`src/hdl/modbus_holding_register_bank_top_assert.svh`:
```
// Assertion macros for the holding register bank back end (mhrb_back).
`ifndef MODBUS_HOLDING_REGISTER_BANK_TOP_ASSERT_SVH
`define MODBUS_HOLDING_REGISTER_BANK_TOP_ASSERT_SVH

// Same-cycle implication, checked outside reset.
`define MHRB_ASSERT_NOW(label, clk, rst, ante, cons) \
   label: assert property (@(posedge clk) disable iff (rst) (ante) |-> (cons)) \
      else $error("mhrb assertion failed: same-cycle check");

// Next-cycle implication, checked outside reset.
`define MHRB_ASSERT_NEXT(label, clk, rst, ante, cons) \
   label: assert property (@(posedge clk) disable iff (rst) (ante) |=> (cons)) \
      else $error("mhrb assertion failed: next-cycle check");

`endif

```
`src/hdl/mhrb_pkg.sv`:
```
package mhrb_pkg;

   // Width of index and count fields; covers any bank size up to 63 words.
   localparam int IDX_W = 6;

   localparam logic [15:0] RESET_BASE  = 16'd40001;
   localparam logic [15:0] RESET_WORD0 = 16'd1900;

   localparam logic ACT_READ  = 1'b0;
   localparam logic ACT_WRITE = 1'b1;

   typedef enum logic [1:0] {
      KIND_COUNT   = 2'd0,
      KIND_WORD    = 2'd1,
      KIND_ILLEGAL = 2'd2,
      KIND_DONE    = 2'd3
   } kind_type;

   typedef struct packed {
      logic        action;
      logic [15:0] start_address;
      logic [15:0] word_count;
      logic [15:0] write_value;
   } req_type;

   typedef struct packed {
      kind_type    kind;
      logic [15:0] value;
      logic        last;
   } rsp_type;

   // Classified command handed from front to back.
   typedef struct packed {
      logic             is_write;
      logic             legal;
      logic [7:0]       byte_count;
      logic [IDX_W-1:0] count;
      logic [IDX_W-1:0] index;
      logic [15:0]      write_value;
   } cmd_type;

endpackage

```
`src/hdl/mhrb_front.sv`:
```
module mhrb_front #(
   parameter int NUM_REGS = 40
) (
   input  logic                clock,
   input  logic                reset,
   input  logic                csr_write_enable,
   input  logic [15:0]         csr_write_data,
   input  logic                req_valid,
   output logic                req_ready,
   input  mhrb_pkg::req_type   req_data,
   output logic                cmd_valid,
   input  logic                cmd_ready,
   output mhrb_pkg::cmd_type   cmd_data
);

   logic [15:0] base_ff;
   logic [15:0] base_in;
   logic [15:0] span;
   logic [15:0] offset;
   logic [16:0] bank_end;
   logic [16:0] req_end;

   always_comb begin
      base_in = base_ff;
      if (csr_write_enable) begin
         base_in = csr_write_data;
      end
   end

   always_ff @(posedge clock) begin
      if (reset) begin
         base_ff <= mhrb_pkg::RESET_BASE;
      end else begin
         base_ff <= base_in;
      end
   end

   // Range check: both ends formed in 17 bits so nothing wraps.
   always_comb begin
      span     = (req_data.action == mhrb_pkg::ACT_WRITE) ? 16'd1 : req_data.word_count;
      bank_end = {1'b0, base_ff} + 17'(NUM_REGS);
      req_end  = {1'b0, req_data.start_address} + {1'b0, span};
      offset   = req_data.start_address - base_ff;

      cmd_data.is_write    = (req_data.action == mhrb_pkg::ACT_WRITE);
      cmd_data.legal       = (req_data.start_address >= base_ff) && (req_end <= bank_end);
      cmd_data.byte_count  = {req_data.word_count[6:0], 1'b0};
      cmd_data.count       = req_data.word_count[mhrb_pkg::IDX_W-1:0];
      cmd_data.index       = offset[mhrb_pkg::IDX_W-1:0];
      cmd_data.write_value = req_data.write_value;
   end

   assign cmd_valid = req_valid;
   assign req_ready = cmd_ready;

endmodule

```
`src/hdl/mhrb_queue.sv`:
```
module mhrb_queue (
   input  logic                clock,
   input  logic                reset,
   input  logic                push_valid,
   output logic                push_ready,
   input  mhrb_pkg::cmd_type   push_data,
   output logic                pop_valid,
   input  logic                pop_ready,
   output mhrb_pkg::cmd_type   pop_data
);

   mhrb_pkg::cmd_type slot_ff [2];
   logic       wr_ptr_ff;
   logic       wr_ptr_in;
   logic       rd_ptr_ff;
   logic       rd_ptr_in;
   logic [1:0] fill_ff;
   logic [1:0] fill_in;
   logic       push;
   logic       pop;

   assign push_ready = (fill_ff != 2'd2);
   assign pop_valid  = (fill_ff != 2'd0);
   assign pop_data   = slot_ff[rd_ptr_ff];
   assign push       = push_valid && push_ready;
   assign pop        = pop_valid && pop_ready;

   always_comb begin
      wr_ptr_in = push ? ~wr_ptr_ff : wr_ptr_ff;
      rd_ptr_in = pop ? ~rd_ptr_ff : rd_ptr_ff;
      fill_in   = fill_ff + {1'b0, push} - {1'b0, pop};
   end

   always_ff @(posedge clock) begin
      if (reset) begin
         wr_ptr_ff <= 1'b0;
         rd_ptr_ff <= 1'b0;
         fill_ff   <= 2'd0;
      end else begin
         wr_ptr_ff <= wr_ptr_in;
         rd_ptr_ff <= rd_ptr_in;
         fill_ff   <= fill_in;
      end
   end

   always_ff @(posedge clock) begin
      if (push) begin
         slot_ff[wr_ptr_ff] <= push_data;
      end
   end

endmodule

```
`src/hdl/mhrb_back.sv`:
```
`include "modbus_holding_register_bank_top_assert.svh"

module mhrb_back #(
   parameter int NUM_REGS = 40
) (
   input  logic                clock,
   input  logic                reset,
   input  logic                cmd_valid,
   output logic                cmd_ready,
   input  mhrb_pkg::cmd_type   cmd_data,
   output logic                rsp_valid,
   input  logic                rsp_ready,
   output mhrb_pkg::rsp_type   rsp_data
);

   localparam int AW = (NUM_REGS > 1) ? $clog2(NUM_REGS) : 1;

   typedef enum logic [1:0] {
      S_IDLE = 2'b01,
      S_WORD = 2'b10
   } state_type;

   state_type                 state_ff;
   state_type                 state_in;
   logic [AW-1:0]             addr_ff;
   logic [AW-1:0]             addr_in;
   logic [mhrb_pkg::IDX_W-1:0] remain_ff;
   logic [mhrb_pkg::IDX_W-1:0] remain_in;
   logic                      rsp_valid_ff;
   logic                      rsp_valid_in;
   mhrb_pkg::rsp_type         rsp_ff;
   mhrb_pkg::rsp_type         rsp_in;
   logic                      load;
   logic                      out_free;
   logic                      mem_we;
   logic [AW-1:0]             wr_addr;

   logic [15:0]               mem [NUM_REGS];
   logic [NUM_REGS-1:0]       written_ff;
   logic [15:0]               rd_word_ff;
   logic                      rd_written_ff;
   logic [15:0]               word;

   assign out_free = !rsp_valid_ff || rsp_ready;
   assign wr_addr  = cmd_data.index[AW-1:0];
   // Never-written entries read as their reset contents.
   assign word     = rd_written_ff ? rd_word_ff : (mhrb_pkg::RESET_WORD0 + 16'(addr_ff));

   always_comb begin
      state_in     = state_ff;
      addr_in      = addr_ff;
      remain_in    = remain_ff;
      load         = 1'b0;
      mem_we       = 1'b0;
      cmd_ready    = 1'b0;
      rsp_in.kind  = mhrb_pkg::KIND_ILLEGAL;
      rsp_in.value = 16'd0;
      rsp_in.last  = 1'b1;
      unique case (state_ff)
         S_IDLE: begin
            if (cmd_valid && out_free) begin
               cmd_ready = 1'b1;
               load      = 1'b1;
               priority if (!cmd_data.legal) begin
                  rsp_in.kind = mhrb_pkg::KIND_ILLEGAL;
               end else if (cmd_data.is_write) begin
                  mem_we      = 1'b1;
                  rsp_in.kind = mhrb_pkg::KIND_DONE;
               end else begin
                  rsp_in.kind  = mhrb_pkg::KIND_COUNT;
                  rsp_in.value = {8'd0, cmd_data.byte_count};
                  rsp_in.last  = (cmd_data.count == '0);
                  addr_in      = cmd_data.index[AW-1:0];
                  remain_in    = cmd_data.count;
                  if (cmd_data.count != '0) begin
                     state_in = S_WORD;
                  end
               end
            end
         end
         S_WORD: begin
            if (out_free) begin
               load         = 1'b1;
               rsp_in.kind  = mhrb_pkg::KIND_WORD;
               rsp_in.value = word;
               rsp_in.last  = (remain_ff == mhrb_pkg::IDX_W'(1));
               remain_in    = remain_ff - mhrb_pkg::IDX_W'(1);
               if (remain_ff == mhrb_pkg::IDX_W'(1)) begin
                  state_in = S_IDLE;
               end else begin
                  addr_in = addr_ff + AW'(1);
               end
            end
         end
         default: begin
            state_in = S_IDLE;
         end
      endcase
   end

   always_comb begin
      rsp_valid_in = rsp_valid_ff;
      if (load) begin
         rsp_valid_in = 1'b1;
      end else if (rsp_ready) begin
         rsp_valid_in = 1'b0;
      end
   end

   always_ff @(posedge clock) begin
      if (reset) begin
         state_ff     <= S_IDLE;
         addr_ff      <= '0;
         remain_ff    <= '0;
         rsp_valid_ff <= 1'b0;
         written_ff   <= '0;
      end else begin
         state_ff     <= state_in;
         addr_ff      <= addr_in;
         remain_ff    <= remain_in;
         rsp_valid_ff <= rsp_valid_in;
         if (mem_we) begin
            written_ff[wr_addr] <= 1'b1;
         end
      end
   end

   always_ff @(posedge clock) begin
      if (load) begin
         rsp_ff <= rsp_in;
      end
   end

   // Read at the next address so the registered word tracks addr_ff.
   always_ff @(posedge clock) begin
      if (mem_we) begin
         mem[wr_addr] <= cmd_data.write_value;
      end
      rd_word_ff    <= mem[addr_in];
      rd_written_ff <= written_ff[addr_in];
   end

   assign rsp_valid = rsp_valid_ff;
   assign rsp_data  = rsp_ff;

   `MHRB_ASSERT_NOW(a_word_remaining, clock, reset, state_ff == S_WORD, remain_ff != '0)
   `MHRB_ASSERT_NOW(a_word_addr, clock, reset, state_ff == S_WORD,
                    addr_ff <= AW'(NUM_REGS - 1))
   `MHRB_ASSERT_NEXT(a_last_idle, clock, reset, load && rsp_in.last, state_ff == S_IDLE)
   `MHRB_ASSERT_NOW(a_no_pop_busy, clock, reset, state_ff == S_WORD, !cmd_ready)

endmodule

```
`src/hdl/modbus_holding_register_bank_top.sv`:
```
// Channel    Direction  Handshake              Payload
// req_       in         req_valid / req_ready  mhrb_pkg::req_type (read or write request)
// rsp_       out        rsp_valid / rsp_ready  mhrb_pkg::rsp_type (one result item)
// csr_       in         csr_write_enable       csr_write_data (base address)
//
// A write or an illegal request gives one item, after the queue and the back end's output register.
// A legal read of n registers gives n + 1 items, the count item and then one word a cycle
// while rsp_ready allows; the single bank read port sets that pace; no new command is taken meanwhile.
// Reset sets the base address to 40001 and marks every bank word unwritten, so
// word i reads as 1900 + i until it is written; no clearing pass is needed.
// A two-entry command queue lets the request side keep accepting while the
// back end waits on rsp_ready; req_ready drops only when the queue is full.
module modbus_holding_register_bank_top #(
   parameter int NUM_REGS = 40
) (
   input  logic                clock,
   input  logic                reset,
   input  logic                csr_write_enable,
   input  logic [15:0]         csr_write_data,
   input  logic                req_valid,
   output logic                req_ready,
   input  mhrb_pkg::req_type   req_data,
   output logic                rsp_valid,
   input  logic                rsp_ready,
   output mhrb_pkg::rsp_type   rsp_data
);

   // Front to queue
   logic              fq_valid;
   logic              fq_ready;
   mhrb_pkg::cmd_type fq_data;
   // Queue to back
   logic              qb_valid;
   logic              qb_ready;
   mhrb_pkg::cmd_type qb_data;

   // Classify each item against the base address and range.
   mhrb_front #(
      .NUM_REGS (NUM_REGS)
   ) u_front (
      .clock            (clock),
      .reset            (reset),
      .csr_write_enable (csr_write_enable),
      .csr_write_data   (csr_write_data),
      .req_valid        (req_valid),
      .req_ready        (req_ready),
      .req_data         (req_data),
      .cmd_valid        (fq_valid),
      .cmd_ready        (fq_ready),
      .cmd_data         (fq_data)
   );

   // Hold classified commands until the back end is free.
   mhrb_queue u_queue (
      .clock      (clock),
      .reset      (reset),
      .push_valid (fq_valid),
      .push_ready (fq_ready),
      .push_data  (fq_data),
      .pop_valid  (qb_valid),
      .pop_ready  (qb_ready),
      .pop_data   (qb_data)
   );

   // Execute commands: write the bank or stream words out.
   mhrb_back #(
      .NUM_REGS (NUM_REGS)
   ) u_back (
      .clock     (clock),
      .reset     (reset),
      .cmd_valid (qb_valid),
      .cmd_ready (qb_ready),
      .cmd_data  (qb_data),
      .rsp_valid (rsp_valid),
      .rsp_ready (rsp_ready),
      .rsp_data  (rsp_data)
   );

endmodule
```
`config.mk`:
```
export PLATFORM = sky130hd
export DESIGN_NAME = modbus_holding_register_bank_top
export DESIGN_NICKNAME = d
export VERILOG_FILES = /design/src/hdl/mhrb_pkg.sv /design/src/hdl/mhrb_front.sv /design/src/hdl/mhrb_queue.sv /design/src/hdl/mhrb_back.sv /design/src/hdl/modbus_holding_register_bank_top.sv
export VERILOG_INCLUDE_DIRS = /design/src /design/src/hdl
export SDC_FILE = /design/constraint.sdc
export NUM_CORES = 1
export LEC_CHECK = 0
export BUFFER_PORTS_ARGS = -buffer_cell sky130_fd_sc_hd__buf_2
export CAP_MARGIN = 40
export CORE_ASPECT_RATIO = 2
export CORE_MARGIN = 2
export CORE_UTILIZATION = 55
export CTS_BUF_LIST = sky130_fd_sc_hd__clkbuf_8 sky130_fd_sc_hd__clkbuf_16
export DETAILED_ROUTE_END_ITERATION = 8
export PLACE_DENSITY = 0.72
export SLEW_MARGIN = 5
export SYNTH_ARGS = -nofsm -noshare
export SYNTH_HDL_FRONTEND = slang
export SYNTH_HIERARCHICAL = 1
export SYNTH_SLANG_ARGS = --single-unit
export TNS_END_PERCENT = 100
```
`constraint.sdc`:
```
create_clock -name clock -period 5.3 [get_ports clock]
set_input_delay 1.06 -clock clock [delete_from_list [all_inputs] [get_ports clock]]
set_output_delay 1.06 -clock clock [all_outputs]
set_load 0.02 [all_outputs]
```
==> results summary <==
The maximum root-to-sink buffer count came out at 3. The transition at the pin with the smallest max-transition slack is 1.08 ns. Once layout is complete, the cells apart from fillers number 3,598.

Setup repair after global routing left no endpoint under its margin. Post-CTS timing repair inserted 0 buffers for setup. After clock tree synthesis, the clock-pin slew on the worst setup and hold paths is 0.06 ns. Ranked by total cell area, the synthesized netlist is headed by sky130_fd_sc_hd__edfxtp_1, sky130_fd_sc_hd__dfxtp_1, sky130_fd_sc_hd__a211oi_1.

The first-pass GRT wire length came out at 141,000 microns. Of the post-synthesis cell area, the dominant cell type holds 62.5%. For the final routed database, the setup TNS stands at 0 ns.

The final-stage net count is 2,877. Global routing finished with a remaining overflow of 0. The congestion estimate from routability-driven global placement came to 0.925. The die height is 362 microns. The via count of the first global-routing pass came out at 23,472. The final count of hold timing violations is 0. The number of clock buffers inserted by TritonCTS came out at 71. The placement-stage cell area is 37,000 sq um.

The number of ports placed on the die boundary is 91. Counting distinct cell types in the post-synthesis netlist gives 93. The net count after synthesis is 2,786. The total power after layout is 16.8 mW.

A synthesized cell averages 13.3 sq um. Once detail routing completed, the nets flagged for antenna violations numbered 0. The final-layout fill cell count is 4,745.

The number of placement rows is 131. For this configuration, the core starts out at a cell density of 55.6%. CTS placed an instance of sky130_fd_sc_hd__clkbuf_16 at the clock tree root. For this run, the number of Yosys warnings is 6. The final setup skew came out at 0.0217 ns. The floorplan die area is 66,400 sq um. The vias per cell is 6.38. After routing the design area is 39,200 sq um. The iteration-0 DRC count of the detailed router is 2,233. In the finished design, the share of the clock period the worst path needs comes to 91.0%.

For this run, the total global-route usage over all layers was measured as 28.5%. The count of cells along the worst hold path came out at 2. The worst hold path begins at u_back/written_ff[13]. The number of hold buffers added after CTS was 0. The class of the tightest hold or removal check is flip-flop to flip-flop. The number of antenna violations at the first check in global routing is 0. The largest area contributor in the synthesized netlist is sky130_fd_sc_hd__edfxtp_1. The end point of the most critical hold path is u_back/written_ff[13]. Yosys instantiated no cell more often than sky130_fd_sc_hd__edfxtp_1. The post-synthesis sequential element count came out at 828.

The layout-stage area growth over the synthesis result is 10.9%. Along the worst path, the maximum fanout reaches 47. The count of endpoints failing setup in the final report is 0. The worst-case register-to-register setup slack came out at 0.48 ns. Counting every instance in the synthesized netlist gives 2,656. Counting cells, the worst reg-to-reg path comes to 11. The HPWL after detailed placement is 62,200 microns.

Of all flip-flops after synthesis, the portion carrying an async set or reset was 0%. The terminus of the critical flop-to-flop path is u_back/rd_word_ff[9]. The final-report max-slew violation count is 0. The post-route netlist has 14.6% of its cells at a drive strength greater than 1. Data arrives at the worst endpoint at 5.27 ns. Port buffering added 90 buffers. Detailed routing inserted a total of 22,944 vias. The wire length reported by the detailed router came out at 94,300 microns. Counting instances in the post-synthesis netlist gives the leading cell types as sky130_fd_sc_hd__edfxtp_1, sky130_fd_sc_hd__nand2_1, sky130_fd_sc_hd__a211oi_1, sky130_fd_sc_hd__and3_1, sky130_fd_sc_hd__nor2_1. At the later pin of the worst-skew pair, clock insertion delay measures 0.61 ns. The number of iterations in the first detailed-routing pass is 6. STA classifies the critical path startpoint as a flip-flop. The required arrival time at the worst endpoint came out at 5.75 ns.

Dividing the detail-routed wire length by the instance count gives 26.2 microns. The largest net degree at the start of global routing is 87. STA classifies the critical path endpoint as a flip-flop. The number of levels the H-tree was split into is 3. Once the clock tree was built, the resizer swapped 0 gates to a different size. The chip width is 183 microns.

The total of max-cap violations is 0. The ratio of total power to cell area came out at 430 nW/um^2. The region available for standard cell placement spans 63,600 sq um.

The clock period minus final worst setup slack came out at 4.82 ns. For this run, the register share of the synthesized area comes to 67.7%. The max-slew headroom at the worst pin is 28.1%. Timing would allow up to 207 MHz.

The detailed-route DRC error count came out at 0. Counting tap cells, the placed design contains a total of 3,472 instances. Counting every sink on the clock net gives 828. The count of flip-flops with a built-in enable after synthesis came out at 735. 0 antenna diodes ended up in the layout. By startpoint and endpoint, the worst setup path is classified as flip-flop to flip-flop. The area of the mapped netlist came out at 35,300 sq um. TritonCTS built the clock tree. The leakage power of the design is 13.7 nW. The flow ran to the end, and the final reports show no timing, DRC or antenna violations. The maximum vdd drop came out at 337 uV. For this run, the leading register cell type out of synthesis is sky130_fd_sc_hd__edfxtp_1.
## layout by cell type (no fill, tap or decap), types with 10 or more instances in the layout
cell,instances
sky130_fd_sc_hd__edfxtp_1,735
sky130_fd_sc_hd__nand2_1,280
sky130_fd_sc_hd__a211oi_1,231
sky130_fd_sc_hd__and3_1,208
sky130_fd_sc_hd__nor2_1,186
sky130_fd_sc_hd__buf_4,116
sky130_fd_sc_hd__buf_2,92
sky130_fd_sc_hd__dfxtp_1,92
sky130_fd_sc_hd__o21ai_0,75
sky130_fd_sc_hd__clkbuf_16,74
sky130_fd_sc_hd__nand3_1,73
sky130_fd_sc_hd__inv_1,59
sky130_fd_sc_hd__ha_1,58
sky130_fd_sc_hd__a31oi_1,50
sky130_fd_sc_hd__a21oi_1,38
sky130_fd_sc_hd__mux2i_1,33
sky130_fd_sc_hd__nand4_1,27
sky130_fd_sc_hd__nor2b_1,23
sky130_fd_sc_hd__xnor2_1,22
sky130_fd_sc_hd__a221oi_1,20
sky130_fd_sc_hd__mux2_4,20
sky130_fd_sc_hd__a32oi_1,18
sky130_fd_sc_hd__a311oi_1,16
sky130_fd_sc_hd__o21ai_1,15
sky130_fd_sc_hd__mux2_1,15
sky130_fd_sc_hd__buf_12,14
sky130_fd_sc_hd__a21o_1,13
sky130_fd_sc_hd__a211oi_2,11
sky130_fd_sc_hd__clkinv_1,10
sky130_fd_sc_hd__clkinv_2,10
sky130_fd_sc_hd__nor3_1,10
## routing by layer
layer | global-route usage (%) | share of wire (%) | routed length, microns | vias to the layer above
met2 | 52.8 | 54 | 50500 | 1059
met5 | 0 | 0 | 0 | -
met3 | 3.75 | 6.3 | 5950 | 279
met4 | 18.6 | 7.1 | 6670 | 0
li1 | - | - | - | 10301
met1 | 30.1 | 33 | 31200 | 11305
## sequential cells by signal, indices dropped and copies added, names as in the netlist, named ones only
| name | cells |
|---|---|
| u_back/addr_ff | 6 |
| u_back/mem | 640 |
| u_back/rd_word_ff | 16 |
| u_back/rd_written_ff | 1 |
| u_back/remain_ff | 6 |
| u_back/rsp_data | 19 |
| u_back/rsp_valid | 1 |
| u_back/state_ff | 2 |
| u_back/written_ff | 40 |
| u_front/base_ff | 16 |
| u_queue/fill_ff | 2 |
| u_queue/rd_ptr_ff | 1 |
| u_queue/slot_ff | 76 |
| u_queue/wr_ptr_ff | 1 |
## final cells by class
type | count | area (sq um) | area share (%)
sequential | 828 | 23900 | 61.1
timing repair buffer | 223 | 1620 | 4.14
tap | 798 | 998 | 2.55
inverter | 43 | 161 | 0.412
multi-input combinational | 1580 | 10300 | 26.2
clock buffer | 81 | 1950 | 4.97
clock inverter | 45 | 273 | 0.696
## metrics by stage
| stage | worst slack, ns | utilization, % | hold WS [ns] |
|---|---|---|---|
| after floorplan | 1.13 | - | 0.432 |
| after global placement | 0.374 | 58.0 | 0.441 |
| after detailed placement | 0.454 | 58.1 | 0.450 |
| after CTS | 0.539 | 61.6 | 0.465 |
| after global routing | 0.389 | 61.6 | 0.481 |
| final | 0.477 | 61.6 | 0.465 |
## kinds of logic after synthesis
family	synth area share, %
simple gates	12.1
fa+ha+maj	2.17
flops	67.7
xor+xnor	0.744
compound gates	11.5
other cells	0.0106
buf+inv	3.40
mux	2.42
## worst max-delay path by stage
stage,startpoint,slack (ns),depth (start not counted),end
floorplan,req_data[48],1.13,18,u_queue/slot_ff[0][36]
global placement,rsp_ready,0.37,10,u_back/rd_written_ff
detailed placement,rsp_ready,0.45,12,u_back/rd_word_ff[9]
CTS,flip-flop,0.54,11,u_back/rd_word_ff[9]
global route,flip-flop,0.39,11,u_back/rd_word_ff[9]
finish,flip-flop,0.48,11,u_back/rd_word_ff[9]
## where the power goes
group | leakage, nW | internal (mW) | switching, mW | total [mW]
Clock | 1.16 | 2.73 | 2.27 | 5.00
Combinational | 5.11 | 1.23 | 2.67 | 3.90
Sequential | 7.40 | 7.78 | 0.161 | 7.94
Total | 13.7 | 11.7 | 5.10 | 16.8
## critical path, cell delays in order (launching register included)
cell and delay (ns):
sky130_fd_sc_hd__dfxtp_2 0.57, sky130_fd_sc_hd__mux2_1 0.42, sky130_fd_sc_hd__nand2b_1 0.29, sky130_fd_sc_hd__o31a_1 0.39, sky130_fd_sc_hd__o21ai_4 0.67, sky130_fd_sc_hd__nand2_4 0.33, sky130_fd_sc_hd__buf_12 0.29, sky130_fd_sc_hd__buf_4 0.20
sky130_fd_sc_hd__a211oi_1 0.23, sky130_fd_sc_hd__a31oi_1 0.08, sky130_fd_sc_hd__a221oi_1 0.93, sky130_fd_sc_hd__a211oi_2 0.19
Power figures use the tool's default switching activity.
